===== config.mk =====
export PLATFORM = sky130hd
export DESIGN_NAME = four_register_alu_executor_flat
export DESIGN_NICKNAME = d
export VERILOG_FILES = /design/src/rtl/core/frae_pkg.sv /design/src/rtl/core/frae_if.sv /design/src/rtl/core/four_register_alu_executor.sv /design/src/flat_wrapper.sv
export SDC_FILE = /design/constraint.sdc
export NUM_CORES = 1
export LEC_CHECK = 0
export BUFFER_PORTS_ARGS = -buffer_cell sky130_fd_sc_hd__buf_2
export CORE_MARGIN = 4
export CORE_UTILIZATION = 30
export DETAILED_ROUTE_END_ITERATION = 8
export GPL_TIMING_DRIVEN = 1
export PLACE_DENSITY = 0.48
export SYNTH_ARGS = -nofsm -noshare
export SYNTH_HDL_FRONTEND = slang
export SYNTH_SLANG_ARGS = --single-unit

===== constraint.sdc =====
create_clock -name clock -period 6.7 [get_ports clock]
set_input_delay 1.005 -clock clock [delete_from_list [all_inputs] [get_ports clock]]
set_output_delay 1.005 -clock clock [all_outputs]
set_load 0.02 [all_outputs]

===== src/rtl/core/frae_pkg.sv =====
// Shared widths, operation codes and register indexes of the four-register ALU executor.
`default_nettype none
package frae_pkg;

   localparam int REG_WIDTH_DEFAULT = 16;
   localparam int OUT_WIDTH         = 16;
   localparam int IMM_WIDTH         = 10;
   localparam int OP_WIDTH          = 3;
   localparam int IDX_WIDTH         = 2;

   typedef enum logic [OP_WIDTH-1:0] {
      OP_MOV = 3'd0,
      OP_ADD = 3'd1,
      OP_SUB = 3'd2,
      OP_MUL = 3'd3,
      OP_DIV = 3'd4,
      OP_OR  = 3'd5,
      OP_AND = 3'd6,
      OP_NOT = 3'd7
   } op_type;

   localparam logic [IDX_WIDTH-1:0] REG_A = 2'd0;
   localparam logic [IDX_WIDTH-1:0] REG_B = 2'd1;
   localparam logic [IDX_WIDTH-1:0] REG_C = 2'd2;
   localparam logic [IDX_WIDTH-1:0] REG_D = 2'd3;

endpackage
`default_nettype wire


===== src/rtl/core/frae_if.sv =====
// Valid/ready channel interfaces for instruction items and register-dump items.
`default_nettype none
interface frae_req_if;
   logic                             valid;
   logic                             ready;
   logic [frae_pkg::OP_WIDTH-1:0]    req_type;
   logic [frae_pkg::IDX_WIDTH-1:0]   dest_reg;
   logic                             src_is_imm;
   logic [frae_pkg::IDX_WIDTH-1:0]   src_reg;
   logic [frae_pkg::IMM_WIDTH-1:0]   imm_value;

   modport source (output valid, req_type, dest_reg, src_is_imm, src_reg, imm_value,
                   input ready);
   modport sink   (input valid, req_type, dest_reg, src_is_imm, src_reg, imm_value,
                   output ready);
endinterface

interface frae_rsp_if;
   logic                                 valid;
   logic                                 ready;
   logic signed [frae_pkg::OUT_WIDTH-1:0] reg_a_out;
   logic signed [frae_pkg::OUT_WIDTH-1:0] reg_b_out;
   logic signed [frae_pkg::OUT_WIDTH-1:0] reg_c_out;
   logic signed [frae_pkg::OUT_WIDTH-1:0] reg_d_out;
   logic                                 div_zero_flag;

   modport source (output valid, reg_a_out, reg_b_out, reg_c_out, reg_d_out, div_zero_flag,
                   input ready);
   modport sink   (input valid, reg_a_out, reg_b_out, reg_c_out, reg_d_out, div_zero_flag,
                   output ready);
endinterface
`default_nettype wire


===== src/rtl/core/four_register_alu_executor.sv =====
// Four-register ALU executor: bit-serial datapath, register file and result register.
//
// Usage: each item on req is one decoded instruction acting on registers A-D
// (REG_WIDTH bits, two's complement). Each item gives exactly one item on rsp
// holding all four registers (low 16 bits, zero-extended when REG_WIDTH < 16)
// and the divide-by-zero flag.
// Timing: the datapath works one bit per cycle. Move, add, subtract and the
// logic ops stream the operands LSB first through shift registers with a
// carry flop; multiply shift-adds one multiplier bit a cycle; divide runs a
// restoring step a cycle on the magnitudes. Every operation runs the serial
// loop over all REG_WIDTH bits and then a write-back state that loads the
// result register; a new item is taken only after that write-back.
// req.ready is high only when the datapath is idle.
// Stall: if rsp is not taken, the finished result waits in the output
// register; the next item may be accepted and computed, and its write-back
// holds until the output register is free.
// Reset: synchronous, clears registers A-D to zero and drops rsp.valid.
`default_nettype none
module four_register_alu_executor #(
   parameter int REG_WIDTH = frae_pkg::REG_WIDTH_DEFAULT
) (
   input  wire           clock,
   input  wire           reset,
   frae_req_if.sink      req,
   frae_rsp_if.source    rsp
);

   localparam int W   = REG_WIDTH;
   localparam int CW  = $clog2(REG_WIDTH);
   localparam int OW  = frae_pkg::OUT_WIDTH;
   localparam int IW  = frae_pkg::IMM_WIDTH;
   localparam logic [W-1:0]  ONE      = W'(1);
   localparam logic [CW-1:0] CNT_LAST = CW'(REG_WIDTH - 1);

   typedef enum logic [2:0] {
      ST_IDLE = 3'b001,
      ST_RUN  = 3'b010,
      ST_DONE = 3'b100
   } state_type;

   function automatic logic [W-1:0] sel_reg(input logic [frae_pkg::IDX_WIDTH-1:0] idx,
                                            input logic [W-1:0] ra, input logic [W-1:0] rb,
                                            input logic [W-1:0] rc, input logic [W-1:0] rd);
      logic [W-1:0] v;
      unique case (idx)
         frae_pkg::REG_A: v = ra;
         frae_pkg::REG_B: v = rb;
         frae_pkg::REG_C: v = rc;
         default:         v = rd;
      endcase
      return v;
   endfunction

   function automatic logic [W-1:0] neg(input logic [W-1:0] v);
      return (~v) + ONE;
   endfunction

   function automatic logic [OW-1:0] out_bits(input logic [W-1:0] v);
      logic [W+OW-1:0] x;
      x = {{OW{1'b0}}, v};
      return x[OW-1:0];
   endfunction

   state_type              state_ff, state_in;
   logic [CW-1:0]          cnt_ff, cnt_in;
   frae_pkg::op_type       op_ff, op_in;
   logic [frae_pkg::IDX_WIDTH-1:0] dst_ff, dst_in;
   logic [W-1:0]           a_sh_ff, a_sh_in;
   logic [W-1:0]           b_sh_ff, b_sh_in;
   logic [W-1:0]           res_ff, res_in;
   logic [W-1:0]           rem_ff, rem_in;
   logic                   carry_ff, carry_in;
   logic                   num_neg_ff, num_neg_in;
   logic                   quo_neg_ff, quo_neg_in;
   logic                   dzero_ff, dzero_in;
   logic [W-1:0]           reg_a_ff, reg_a_in;
   logic [W-1:0]           reg_b_ff, reg_b_in;
   logic [W-1:0]           reg_c_ff, reg_c_in;
   logic [W-1:0]           reg_d_ff, reg_d_in;
   logic                   rsp_valid_ff, rsp_valid_in;
   logic [OW-1:0]          out_a_ff, out_a_in;
   logic [OW-1:0]          out_b_ff, out_b_in;
   logic [OW-1:0]          out_c_ff, out_c_in;
   logic [OW-1:0]          out_d_ff, out_d_in;
   logic                   flag_ff, flag_in;

   logic                   req_fire;
   logic                   out_free;
   logic                   rsp_load;
   logic [W+IW-1:0]        imm_ext;
   logic [W-1:0]           dval, sval;
   logic                   a0, b0, bit_r;
   logic [W:0]             rem_sh, diff;
   logic [W-1:0]           wr_val, quo, rmd;

   assign req.ready = (state_ff == ST_IDLE);
   assign req_fire  = req.valid & req.ready;
   assign out_free  = ~rsp_valid_ff | rsp.ready;
   assign rsp_load  = (state_ff == ST_DONE) & out_free;
   assign imm_ext   = {{W{1'b0}}, req.imm_value};

   always_comb begin
      dval = sel_reg(req.dest_reg, reg_a_ff, reg_b_ff, reg_c_ff, reg_d_ff);
      sval = req.src_is_imm ? imm_ext[W-1:0]
                            : sel_reg(req.src_reg, reg_a_ff, reg_b_ff, reg_c_ff, reg_d_ff);
   end

   always_comb begin
      state_in     = state_ff;
      cnt_in       = cnt_ff;
      op_in        = op_ff;
      dst_in       = dst_ff;
      a_sh_in      = a_sh_ff;
      b_sh_in      = b_sh_ff;
      res_in       = res_ff;
      rem_in       = rem_ff;
      carry_in     = carry_ff;
      num_neg_in   = num_neg_ff;
      quo_neg_in   = quo_neg_ff;
      dzero_in     = dzero_ff;
      reg_a_in     = reg_a_ff;
      reg_b_in     = reg_b_ff;
      reg_c_in     = reg_c_ff;
      reg_d_in     = reg_d_ff;
      out_a_in     = out_a_ff;
      out_b_in     = out_b_ff;
      out_c_in     = out_c_ff;
      out_d_in     = out_d_ff;
      flag_in      = flag_ff;
      rsp_valid_in = rsp_valid_ff & ~rsp.ready;
      a0           = a_sh_ff[0];
      b0           = b_sh_ff[0];
      bit_r        = 1'b0;
      rem_sh       = {rem_ff, a_sh_ff[W-1]};
      diff         = rem_sh - {1'b0, b_sh_ff};
      quo          = quo_neg_ff ? neg(a_sh_ff) : a_sh_ff;
      rmd          = num_neg_ff ? neg(rem_ff) : rem_ff;
      wr_val       = res_ff;

      unique case (state_ff)
         ST_IDLE: begin
            if (req_fire) begin
               op_in    = frae_pkg::op_type'(req.req_type);
               dst_in   = req.dest_reg;
               cnt_in   = '0;
               res_in   = '0;
               rem_in   = '0;
               carry_in = (frae_pkg::op_type'(req.req_type) == frae_pkg::OP_SUB);
               state_in = ST_RUN;
               if (frae_pkg::op_type'(req.req_type) == frae_pkg::OP_DIV) begin
                  // divide works on magnitudes, signs fixed at write-back
                  a_sh_in    = dval[W-1] ? neg(dval) : dval;
                  b_sh_in    = sval[W-1] ? neg(sval) : sval;
                  num_neg_in = dval[W-1];
                  quo_neg_in = dval[W-1] ^ sval[W-1];
                  dzero_in   = (sval == '0);
               end else begin
                  a_sh_in    = dval;
                  b_sh_in    = sval;
                  num_neg_in = 1'b0;
                  quo_neg_in = 1'b0;
                  dzero_in   = 1'b0;
               end
            end
         end
         ST_RUN: begin
            cnt_in = cnt_ff + CW'(1);
            if (cnt_ff == CNT_LAST) begin
               state_in = ST_DONE;
            end
            unique case (op_ff)
               frae_pkg::OP_MUL: begin
                  if (b0) begin
                     res_in = res_ff + a_sh_ff;
                  end
                  a_sh_in = {a_sh_ff[W-2:0], 1'b0};
                  b_sh_in = {1'b0, b_sh_ff[W-1:1]};
               end
               frae_pkg::OP_DIV: begin
                  // restoring step: keep the difference when it does not borrow
                  if (!diff[W]) begin
                     rem_in = diff[W-1:0];
                  end else begin
                     rem_in = rem_sh[W-1:0];
                  end
                  a_sh_in = {a_sh_ff[W-2:0], ~diff[W]};
               end
               frae_pkg::OP_MOV: bit_r = b0;
               frae_pkg::OP_ADD: begin
                  bit_r    = a0 ^ b0 ^ carry_ff;
                  carry_in = (a0 & b0) | (a0 & carry_ff) | (b0 & carry_ff);
               end
               frae_pkg::OP_SUB: begin
                  bit_r    = a0 ^ ~b0 ^ carry_ff;
                  carry_in = (a0 & ~b0) | (a0 & carry_ff) | (~b0 & carry_ff);
               end
               frae_pkg::OP_OR:  bit_r = a0 | b0;
               frae_pkg::OP_AND: bit_r = a0 & b0;
               frae_pkg::OP_NOT: bit_r = ~a0;
            endcase
            if (op_ff != frae_pkg::OP_MUL && op_ff != frae_pkg::OP_DIV) begin
               a_sh_in = {1'b0, a_sh_ff[W-1:1]};
               b_sh_in = {1'b0, b_sh_ff[W-1:1]};
               res_in  = {bit_r, res_ff[W-1:1]};
            end
         end
         ST_DONE: begin
            // hold until the output register is free
            if (out_free) begin
               flag_in = 1'b0;
               if (op_ff == frae_pkg::OP_DIV) begin
                  wr_val = quo;
                  if (!dzero_ff && dst_ff != frae_pkg::REG_D) begin
                     reg_d_in = rmd;
                  end
               end
               if (op_ff == frae_pkg::OP_DIV && dzero_ff) begin
                  flag_in = 1'b1;
               end else begin
                  unique case (dst_ff)
                     frae_pkg::REG_A: reg_a_in = wr_val;
                     frae_pkg::REG_B: reg_b_in = wr_val;
                     frae_pkg::REG_C: reg_c_in = wr_val;
                     default:         reg_d_in = wr_val;
                  endcase
               end
               out_a_in     = out_bits(reg_a_in);
               out_b_in     = out_bits(reg_b_in);
               out_c_in     = out_bits(reg_c_in);
               out_d_in     = out_bits(reg_d_in);
               rsp_valid_in = 1'b1;
               state_in     = ST_IDLE;
            end
         end
         default: state_in = ST_IDLE;
      endcase
   end

   always_ff @(posedge clock) begin
      if (reset) begin
         state_ff     <= ST_IDLE;
         rsp_valid_ff <= 1'b0;
         reg_a_ff     <= '0;
         reg_b_ff     <= '0;
         reg_c_ff     <= '0;
         reg_d_ff     <= '0;
      end else begin
         state_ff     <= state_in;
         rsp_valid_ff <= rsp_valid_in;
         reg_a_ff     <= reg_a_in;
         reg_b_ff     <= reg_b_in;
         reg_c_ff     <= reg_c_in;
         reg_d_ff     <= reg_d_in;
      end
   end

   always_ff @(posedge clock) begin
      cnt_ff     <= cnt_in;
      op_ff      <= op_in;
      dst_ff     <= dst_in;
      a_sh_ff    <= a_sh_in;
      b_sh_ff    <= b_sh_in;
      res_ff     <= res_in;
      rem_ff     <= rem_in;
      carry_ff   <= carry_in;
      num_neg_ff <= num_neg_in;
      quo_neg_ff <= quo_neg_in;
      dzero_ff   <= dzero_in;
      out_a_ff   <= out_a_in;
      out_b_ff   <= out_b_in;
      out_c_ff   <= out_c_in;
      out_d_ff   <= out_d_in;
      flag_ff    <= flag_in;
   end

   assign rsp.valid         = rsp_valid_ff;
   assign rsp.reg_a_out     = out_a_ff;
   assign rsp.reg_b_out     = out_b_ff;
   assign rsp.reg_c_out     = out_c_ff;
   assign rsp.reg_d_out     = out_d_ff;
   assign rsp.div_zero_flag = flag_ff;

`ifndef SYNTH
   a_fire_starts_run: assert property (@(posedge clock) disable iff (reset)
      req_fire |=> state_ff == ST_RUN && cnt_ff == '0)
      else $error("accepted item did not start the serial loop");

   a_run_length: assert property (@(posedge clock) disable iff (reset)
      state_ff == ST_RUN && cnt_ff != CNT_LAST |=> state_ff == ST_RUN)
      else $error("serial loop left early");

   a_rsp_from_done: assert property (@(posedge clock) disable iff (reset)
      $rose(rsp_valid_ff) |-> $past(state_ff == ST_DONE))
      else $error("result raised outside write-back");

   a_flag_only_div: assert property (@(posedge clock) disable iff (reset)
      rsp_load && flag_in |-> op_ff == frae_pkg::OP_DIV && dzero_ff)
      else $error("divide-by-zero flag on a non-divide");

   a_busy_not_ready: assert property (@(posedge clock) disable iff (reset)
      state_ff != ST_IDLE |-> !req.ready)
      else $error("item accepted while busy");
`endif

endmodule
`default_nettype wire


===== src/flat_wrapper.sv =====
// flat-port wrapper written by rule: the top's interface ports become plain ports
module four_register_alu_executor_flat 
#(
   parameter int REG_WIDTH = frae_pkg::REG_WIDTH_DEFAULT
)
  (clock, reset, req_valid, req_req_type, req_dest_reg, req_src_is_imm, req_src_reg, req_imm_value, req_ready, rsp_valid, rsp_reg_a_out, rsp_reg_b_out, rsp_reg_c_out, rsp_reg_d_out, rsp_div_zero_flag, rsp_ready);
  frae_req_if req_i ();
  frae_rsp_if rsp_i ();
  input  wire clock;
  input  wire reset;
  input wire logic [$bits(req_i.valid)-1:0] req_valid;
  input wire logic [$bits(req_i.req_type)-1:0] req_req_type;
  input wire logic [$bits(req_i.dest_reg)-1:0] req_dest_reg;
  input wire logic [$bits(req_i.src_is_imm)-1:0] req_src_is_imm;
  input wire logic [$bits(req_i.src_reg)-1:0] req_src_reg;
  input wire logic [$bits(req_i.imm_value)-1:0] req_imm_value;
  output wire logic [$bits(req_i.ready)-1:0] req_ready;
  output wire logic [$bits(rsp_i.valid)-1:0] rsp_valid;
  output wire logic [$bits(rsp_i.reg_a_out)-1:0] rsp_reg_a_out;
  output wire logic [$bits(rsp_i.reg_b_out)-1:0] rsp_reg_b_out;
  output wire logic [$bits(rsp_i.reg_c_out)-1:0] rsp_reg_c_out;
  output wire logic [$bits(rsp_i.reg_d_out)-1:0] rsp_reg_d_out;
  output wire logic [$bits(rsp_i.div_zero_flag)-1:0] rsp_div_zero_flag;
  input wire logic [$bits(rsp_i.ready)-1:0] rsp_ready;
  assign req_i.valid = req_valid;
  assign req_i.req_type = req_req_type;
  assign req_i.dest_reg = req_dest_reg;
  assign req_i.src_is_imm = req_src_is_imm;
  assign req_i.src_reg = req_src_reg;
  assign req_i.imm_value = req_imm_value;
  assign req_ready = req_i.ready;
  assign rsp_valid = rsp_i.valid;
  assign rsp_reg_a_out = rsp_i.reg_a_out;
  assign rsp_reg_b_out = rsp_i.reg_b_out;
  assign rsp_reg_c_out = rsp_i.reg_c_out;
  assign rsp_reg_d_out = rsp_i.reg_d_out;
  assign rsp_div_zero_flag = rsp_i.div_zero_flag;
  assign rsp_i.ready = rsp_ready;
  four_register_alu_executor #(.REG_WIDTH(REG_WIDTH)) u_core (.clock(clock), .reset(reset), .req(req_i), .rsp(rsp_i));
endmodule

Word-level counts from Yosys, hierarchy flattened:

Index checks and enable logic that the tools add are counted.

* logic and storage cells: 155
* output and inout bits: 67
* input port bits: 22
* register bits after elaboration: 210

* reductions and logical operators: 20
* bitwise gates (word level): 27
* eq/ne operators: 30
* muxes and demuxes: 49
* add/subtract/negate cells: 7

Operator list (number)
* $mux 16: 29
* $pmux 16 s2: 5
* $pmux 16 s3: 2
* $add 16x1->16 const B: 4
* $not 16->16: 4
* $eq 3x3->1 const B: 6
* $sub 17x16->17: 1
* $add 16x16->16: 1
* $logic_not 16->1: 1
* $reduce_and 3->1: 5
* $eq 3x2->1 const B: 4
* $mux 3: 3
* $pmux 3 s3: 1
* $pmux 4 s2: 1
* $and 1x1->1: 7
* $eq 2x1->1 const B: 3
* $eq 2x2->1 const B: 3
* $eq 3x1->1 const B: 2
* $logic_not 2->1: 3
* $ne 2x1->1 const B: 3
* $ne 3x2->1 const B: 2
* $ne 3x3->1 const B: 2
* $or 1x1->1: 6
* $pmux 1 s6: 1
* other kinds (17): 34

Depth between registers and ports, before layout:

Gate-level depths: netlist (run 1).

* depth after elaboration: 9
* depth in mapped cells: 11
* mapped depth without buffers: 10

Least setup slack after synthesis (run 1):

Ideal clock, no wire load.

* path kind: input -> register
* start point: input rsp_ready
* end point: register u_core.reg_d_ff[11]
* slack: 2.836 ns
* path buffers: 1
* data required time: 6.438 ns
* library setup time: 0.262 ns
* stages on the path: 5
* arrival: 3.602 ns
* path through: nand2b_1 > nand2_1 > inv_1 > clkbuf_1 > a311oi_1

* longest elaborated chain between the ends: 2

RTL lines
* start: declaration: RTL line flat_wrapper.sv:24 `input wire logic [$bits(rsp_i.ready)-1:0] rsp_ready;`
* $or 1x1->1: RTL line four_register_alu_executor.sv:98 `assign out_free = ~rsp_valid_ff | rsp.ready;`
* $reduce_and 2->1 (no line)
* end signal: assignment: RTL line four_register_alu_executor.sv:253 `reg_d_ff <= reg_d_in;`
* end: declaration: RTL line four_register_alu_executor.sv:79 `logic [W-1:0] reg_d_ff, reg_d_in;`

Every way passes these cells.
A chain may end at the register's enable or synchronous reset.

Final worst setup path (run 1):

* start point: register u_core.b_sh_ff[0]
* end point: register u_core.a_sh_ff[0] (data pin)

* longest elaborated chain between the ends: 5

RTL lines
* start: declaration: RTL line four_register_alu_executor.sv:69 `logic [W-1:0] b_sh_ff, b_sh_in;`
* start signal: assignment: RTL line four_register_alu_executor.sv:262 `b_sh_ff <= b_sh_in;`
* $sub 17x16->17: RTL line four_register_alu_executor.sv:135 `diff = rem_sh - {1'b0, b_sh_ff};`
* $not 1->1: RTL line four_register_alu_executor.sv:186 `a_sh_in = {a_sh_ff[W-2:0], ~diff[W]};`
* $pmux 16 s2: RTL line four_register_alu_executor.sv:171 `unique case (op_ff)`
* $mux 16: RTL line four_register_alu_executor.sv:201 `if (op_ff != frae_pkg::OP_MUL && op_ff != frae_pkg::OP_DIV) begin`
* $pmux 16 s2: RTL line four_register_alu_executor.sv:140 `unique case (state_ff)`
* named net u_core.a_sh_in[0]: RTL line four_register_alu_executor.sv:68 `logic [W-1:0] a_sh_ff, a_sh_in;`
* end signal: assignment: RTL line four_register_alu_executor.sv:261 `a_sh_ff <= a_sh_in;`
* end: declaration: RTL line four_register_alu_executor.sv:68

The timed path passes the listed nets, and every way through them passes these cells. The select of a mux whose other input is x is not followed.

==> summary.md, run 1 <==
| Metric | Value |
|---|---|
| Status | `finished clean` |
| Top post-synthesis cells by area | `edfxtp_1, dfxtp_1, nand2_1, mux4_2, a21oi_1` |
| Vias in the first global route | `10,248` |
| Max Freq | `0.274 GHz` |
| Cell Area, Synth | `12,800 um2` |
| Post-Route Setup TNS | `0 ns` |
| Clock tree sinks | `210` |
| Initial Util | `0.305` |
| Final Hold Fails | `0` |
| Largest net degree at the start of global routing | `69` |
| Routed WL | `42,700 um` |
| Post-CTS setup buffers | `0` |
| Pre-antenna DRT Iters | `7` |
| Psw | `0.000971 W` |
| Seq pwr share | `0.436` |
| CP Capture Type | `flop` |
| Routed Antenna Nets | `0` |
| Sequential share of the synthesized area | `0.439` |
| Count of pins over their slew limit | `0` |
| Fin nets | `1,480` |
| Final Util | `0.347` |
| First-pass GRT wire length | `65,800 um` |
| Worst-skew pair later-pin latency | `0.56 ns` |
| Yosys warning count | `0` |
| DP Area | `13,800 um2` |
| Share of power burned in combinational logic | `0.148` |
| Global placement routability congestion | `0.906` |
| Minimum clock period | `3.65 ns` |
| Setup Skew | `0.0186 ns` |
| Post-detailed-route wirelength per cell | `21.6 um` |
| Post-CTS Hold Buffers | `0` |
| Area share of the largest cell type after synthesis | `0.333` |
| Vias post-DR | `10,626` |
| Internal Power | `0.00244 W` |
| #FFs+latches synth | `210` |
| Least-Margin Pin Slew | `1.15 ns` |
| Peak supply drop | `0.000179 V` |
| Number of diodes | `0` |
| Rows | `75` |
| Clock Tree Buf Depth | `3` |
| Antenna violations before repair | `3` |
| Crit path from | `u_core.b_sh_ff[0]` |
| Post-synth top cells | `nand2_1, edfxtp_1, nor2_1` |
| Syn Area/Cell | `9.40 um2` |
| H-tree levels | `1` |
| Switch share | `0.285` |
| Relative slew slack | `0.230` |
| MaxCap Viol Count | `0` |
| Netlist cell types | `71` |
| Gr ovfl total | `0` |
| R2R Setup Slk | `3.05 ns` |
| Crit share post-route | `0.545` |
| Number of buffers created by CTS | `26` |
| Post-Synthesis Cells | `1,362` |
| Reg2reg start | `u_core.b_sh_ff[0]` |
| GRT Resource Usage Total | `0.181` |
| Most area-hungry cell type in the Yosys netlist | `edfxtp_1` |
| Die Y-Extent | `215 um` |
| DRC viols | `0` |
| CTS-repair resized insts | `0` |
| Ys flop type | `edfxtp_1` |
| DP HPWL | `30,800 um` |
| Worst Path Arrival | `3.91 ns` |
| Most common cell in the netlist | `nand2_1` |
| Worst-path clk slew | `0.06 ns` |
| Setup violations, final | `0` |
| Initial DRC count | `980` |
| PwrDens | `233 nW/um2` |
| Drt via density | `5.37` |
| WP data required | `6.96 ns` |
| Clk pwr share | `0.416` |
| Die width | `215 um` |
| Clock Root Buffer | `clkbuf_16` |
| Non-Filler Instances | `1,979` |
| RSZ-0062 raised after global routing | `false` |
| Design Area, Final | `14,600 um2` |
| Area grow syn2layout | `14.1%` |
| Max Fanout on Critical Path | `17` |
| Layout cells sized above 1 | `0.144` |
| Core Region | `42,000 um2` |
| Placed insts | `1,931` |
| Post-synth EDFFs | `142` |
| Syn Nets | `1,422` |
| Async SR Flop Fraction | `0` |
| Critical Path Source Type | `flop` |
| HP Class | `flop to flop` |
| Die footprint | `46,000 um2` |
| TritonCTS clock tree | `yes` |
| Num ports | `89` |
| Min-delay src | `u_core.reg_c_ff[13]` |
| Leak | `5.40 nW` |
| Port bufs | `88` |
| Fillers | `4,328` |
| Crit Path Class | `flop to flop` |
## cell families after synthesis
kind of cell | count (synthesis) | share of synthesized area
mux | 72 | 0.0880
flops | 210 | 0.439
simple gates | 506 | 0.176
buf+inv | 109 | 0.0332
compound gates | 348 | 0.171
xor+xnor | 79 | 0.0540
fa+ha+maj | 38 | 0.0383
## per-stage QoR
step           power [W]  hold slack (ns)  setup WS (ns)
3_5_place_dp     0.00201            0.482           2.72
2_1_floorplan    0.00185            0.451           2.84
3_3_place_gp     0.00201            0.474           2.78
5_1_grt          0.00355            0.534           2.83
4_1_cts          0.00344            0.493           3.08
6_report         0.00341            0.489           3.05
## metal layers
layer / GRT usage / share of wire / vias up
met2: 0.299 / 0.47 / 252
met1: 0.255 / 0.47 / 5233
li1: - / - / 5095
met5: 0 / 0 / -
met3: 0.0221 / 0.041 / 46
met4: 0.0437 / 0.021 / 0
## placed cells by master, fill, tap and decap left out, types with 20 or more instances in the layout
cell / count
nand3_1: 33
inv_1: 33
dfxtp_1: 68
o21ai_0: 61
a211oi_1: 26
mux4_2: 26
a21oi_1: 103
xnor2_1: 39
buf_2: 88
o21ai_1: 26
edfxtp_1: 142
nand2_1: 254
clkbuf_16: 26
mux2_2: 21
ha_1: 36
nor2_1: 109
xor2_1: 40
a31oi_1: 20
## power by group through the flow
stage	logic (W)	registers [W]	clock network [W]
finish	0.000503	0.00149	0.00142
global route	0.000560	0.00149	0.00150
CTS	0.000504	0.00148	0.00145
detailed placement	0.000501	0.00151	0
global placement	0.000499	0.00151	0
floorplan	0.000365	0.00148	0
## cell type report
type	count	area, um2	area share
clock buffer	32	673	0.0461
clock inverter	16	158	0.0108
inverter	35	133	0.00908
multi-input combinational	1043	6780	0.464
sequential	210	5630	0.385
tap	539	674	0.0462
timing repair buffer	104	561	0.0384
## worst max-delay path: stages (launching register included)
cell and delay, ns:
edfxtp_1 0.51, ha_1 0.31, fa_1 0.42, nor2b_1 0.20, o211ai_1 0.17, and3_1 0.23
o211ai_1 0.30, nand3_1 0.67, a32oi_1 0.42, o21ai_0 0.10
## worst paths after layout
path,cells after the start,to
max,9,u_core.a_sh_ff[0]
min,2,u_core.reg_c_ff[13]
max reg2reg,9,u_core.a_sh_ff[0]
min reg2reg,2,u_core.reg_c_ff[13]
Note: power is estimated with default switching activity, not from simulation.
==> inputs of run 2 (changes only) <==
--- a/config.mk
+++ b/config.mk
@@ -5,6 +5,7 @@
 export SDC_FILE = /design/constraint.sdc
 export NUM_CORES = 1
 export LEC_CHECK = 0
+export ABC_AREA = 1
 export BUFFER_PORTS_ARGS = -buffer_cell sky130_fd_sc_hd__buf_2
 export CORE_MARGIN = 4
 export CORE_UTILIZATION = 30
==> constraint.sdc (replaced) <==
create_clock -name clock -period 3.55 [get_ports clock]
set_input_delay 0.5325 -clock clock [delete_from_list [all_inputs] [get_ports clock]]
set_output_delay 0.5325 -clock clock [all_outputs]
set_load 0.02 [all_outputs]
==> run 2 against run 1 <==
Hold slack got worse by 0.28 ns. Setup slack got worse by 2.2 ns. Via count increased by 18%. Critical path depth increased by 5. Clock power increased by 99%. Sequential power increased to 2.7 times the previous value. Power increased to 3.7 times the previous value. Non-clock buffer count increased by 13. Count of clock-buffer cells in the layout unchanged. Critical path type unchanged.
==> summary.md, run 2 <==
| Metric | Value |
|---|---|
| Status | `finished clean` |
| Cell Area, Synth | `13,500 um2 (+5.2%)` |
| Number of buffers created by CTS | `26 (unchanged)` |
| #FFs+latches synth | `210 (unchanged)` |
| Least-Margin Pin Slew | `1.09 ns (-0.0620 ns)` |
| TritonCTS clock tree | `yes` |
| Hold endpoint | `u_core.op_ff[2]` |
| First-pass GRT wire length | `72,500 um (+10%)` |
| Crit path from | `u_core.b_sh_ff[0]` |
| Die Y-Extent | `220 um (+2.5%)` |
| Drt via density | `5.02 (-6.5%)` |
| PwrDens | `823 nW/um2 (+250%)` |
| Area share of the largest cell type after synthesis | `0.317 (-0.0164)` |
| Die footprint | `48,300 um2 (+5.0%)` |
| R2r worst-path depth | `14 (+5)` |
| Gr ovfl total | `0 (unchanged)` |
| Critical Path Source Type | `flop` |
| Clock Tree Buf Depth | `3 (unchanged)` |
| Post-CTS setup buffers | `0 (unchanged)` |
| Post-detailed-route wirelength per cell | `19.3 um (-10%)` |
| Final Hold Fails | `0 (unchanged)` |
| Worst-path clk slew | `0.06 ns (about the same)` |
| Synth Area in Compound Gates | `0.165 (-0.00688)` |
| Synth Area in XOR/XNOR | `0.0202 (-0.0339)` |
| Leak | `7.11 nW (+32%)` |
| Crit Path Class | `flop to flop` |
| Worst Path Arrival | `3.02 ns (-0.89 ns)` |
| Area grow syn2layout | `14.8%` |
| Min-delay src | `req_req_type[2]` |
| Cell repeated most along the worst path | `nand2_1` |
| Adder-Cell Fraction of Synth Area | `0.0364 (-0.00189)` |
| Vias in the first global route | `11,930 (+16%)` |
| Yosys warning count | `0 (unchanged)` |
| WP data required | `3.84 ns (-3.12 ns)` |
| Rows | `77 (+2.7%)` |
| Sequential share of the synthesized area | `0.418 (-0.0217)` |
| Top post-synthesis cells by area | `edfxtp_1, nand2_1, dfxtp_1, o21ai_0, nand3_1` |
| FF-to-FF End | `u_core.rem_ff[0]` |
| Async SR Flop Fraction | `0 (unchanged)` |
| Commonest non-fill, non-tap cell in the layout | `nand2_1` |
| Post-Route Setup TNS | `0 ns (unchanged)` |
| Die width | `220 um (+2.5%)` |
| Most area-hungry cell type in the Yosys netlist | `edfxtp_1` |
| Largest family of logic cells by synthesized area | `simple AND/OR/NAND/NOR gates` |
| Most common cell in the netlist | `nand2_1` |
| Seq pwr share | `0.312 (-0.124)` |
| RSZ-0062 raised after global routing | `false` |
| Cell Chain, Critical Path | `ha_1 -> fa_1 -> inv_1 -> nand3_1 -> nand2_1 -> nand3_1 -> nand2_1 -> nand2_1 -> nand3_1 -> nand2_1 -> inv_1 -> nand2_1 -> nand2_1 -> a21oi_1` |
| Antenna violations before repair | `0 (-3)` |
| Pre-antenna DRT Iters | `5 (-2)` |
| Initial Util | `0.304 (-0.000657)` |
| Fillers | `4,765 (+10%)` |
| Fin nets | `1,955 (+32%)` |
| Clock Root Buffer | `clkbuf_16` |
| Syn Nets | `1,879 (+32%)` |
| Reg2reg start | `u_core.b_sh_ff[0]` |
| Relative slew slack | `0.272 (+0.0423)` |
| Port bufs | `88 (unchanged)` |
| CTS-repair resized insts | `0 (unchanged)` |
| Global placement routability congestion | `0.967 (+6.7%)` |
| R2R Setup Slk | `0.82 ns (-2.23 ns)` |
| Max stage delay on crit path | `0.50 ns (-0.17 ns)` |
| Post-synthesis mux area share | `0.000836 (-0.0872)` |
| Commonest non-fill, non-tap cells in the layout | `nand2_1, inv_1, o21ai_0, nand3_1, a21oi_1` |
| Clock tree sinks | `210 (unchanged)` |
| Core Region | `44,300 um2 (+5.4%)` |
| Minimum clock period | `2.73 ns (-0.922 ns)` |
| Post-synth top cells | `nand2_1, inv_1, o21ai_0` |
| Internal Power | `0.00693 W (+180%)` |
| Worst-skew pair later-pin latency | `0.55 ns (about the same)` |
| Number of diodes | `0 (unchanged)` |
| Psw | `0.00580 W (+500%)` |
| Routed WL | `48,500 um (+13%)` |
| Max Fanout on Critical Path | `11 (-6)` |
| DP HPWL | `37,600 um (+22%)` |
| Initial DRC count | `1,170 (+19%)` |
| Layout cells sized above 1 | `0.128 (-0.0158)` |
| Routed Antenna Nets | `0 (unchanged)` |
| Num ports | `89 (unchanged)` |
| Peak supply drop | `0.000365 V (+100%)` |
| CP Capture Type | `flop` |
| Syn Area/Cell | `7.40 um2 (-21%)` |
| H-tree levels | `1 (unchanged)` |
| Post-Synth Simple-Gate Area | `0.270 (+0.0947)` |
| Setup violations, final | `0 (unchanged)` |
| Switch share | `0.456 (+0.171)` |
| Largest net degree at the start of global routing | `79 (+14%)` |
| Netlist cell types | `54 (-24%)` |
| Ys flop type | `edfxtp_1` |
| CP max-delay cell | `edfxtp_1` |
| Clk pwr share | `0.222 (-0.194)` |
| Post-Synthesis Cells | `1,819 (+34%)` |
| Post-synth EDFFs | `142 (unchanged)` |
| MaxCap Viol Count | `0 (unchanged)` |
| GRT Resource Usage Total | `0.196 (+0.0146)` |
| Final Util | `0.349 (+0.00154)` |
| Count of pins over their slew limit | `0 (unchanged)` |
| Hold path depth | `1 (-1)` |
| Setup Skew | `0.00979 ns (-0.00879 ns)` |
| Vias post-DR | `12,581 (+18%)` |
| Max Freq | `0.367 GHz (+34%)` |
| HP Class | `primary input to flop` |
| Post-CTS Hold Buffers | `0 (unchanged)` |
| Crit share post-route | `0.768 (+0.223)` |
| Share of power burned in combinational logic | `0.466 (+0.318)` |
| DRC viols | `0 (unchanged)` |
run 2: final cells by class:
class	count	area, um2	share of cell area
Multi-Input combinational cell	1307	6640	0.429
Clock inverter	16	176	0.0114
Clock buffer	32	736	0.0476
Tap cell	592	741	0.0479
Timing Repair Buffer	117	671	0.0434
Inverter	233	877	0.0567
Sequential cell	210	5630	0.364
run 2: routing by layer:
layer / vias up / GRT usage / part of all wire / wire (um)
met5: - / 0 / 0 / 0
met4: 0 / 0.0752 / 0.039 / 1870
met3: 77 / 0.0343 / 0.066 / 3190
met2: 342 / 0.316 / 0.45 / 21900
met1: 5924 / 0.263 / 0.44 / 21500
li1: 6238 / - / - / -
run 2: how the worst max path moves through the flow:
stage / end / slack [ns] / cells past startpoint
floorplan: u_core.rsp.div_zero_flag / 0.06 / 6
global placement: u_core.b_sh_ff[14] / 0.64 / 13
detailed placement: u_core.b_sh_ff[14] / 0.60 / 13
CTS: u_core.rem_ff[0] / 0.78 / 14
global route: u_core.rsp.reg_a_out[4] / 0.56 / 8
finish: u_core.rem_ff[0] / 0.82 / 14
run 2: cell families after synthesis:
family                   after synthesis
adder cells (fa/ha/maj)               38
flip-flops                           210
XOR/XNOR                              31
multiplexers                           1
AO/OA/AOI/OAI                        410
AND/OR/NAND/NOR                      827
buffers and inverters                302
run 2: through the flow:
step	std cells	power, W	worst slack, ns	hold WS, ns	instance area [um2]
5_1_grt	2507	0.0137	0.556	0.191	15500
3_5_place_dp	2459	0.00991	0.600	0.499	14600
2_1_floorplan	1819	0.00792	0.0595	0.503	13500
6_report	2507	0.0127	0.824	0.206	15500
4_1_cts	2507	0.0128	0.783	0.185	15500
3_3_place_gp	2459	0.00987	0.640	0.495	14600
run 2: power by group through the flow:
stage,Combinational [W],Clock [W],Sequential (W)
after global placement,0.00585,0,0.00402
after detailed placement,0.00589,0,0.00402
after floorplan,0.00417,0,0.00375
after global routing,0.00666,0.00298,0.00404
after CTS,0.00591,0.00289,0.00397
final,0.00593,0.00283,0.00397
run 2: critical path: cells and delay by family, from the launching register on:
family | cells | cell delay [ns]
flops | 1 | 0.50
buf+inv | 2 | 0.38
fa+ha+maj | 2 | 0.70
compound gates | 1 | 0.05
simple gates | 9 | 0.84
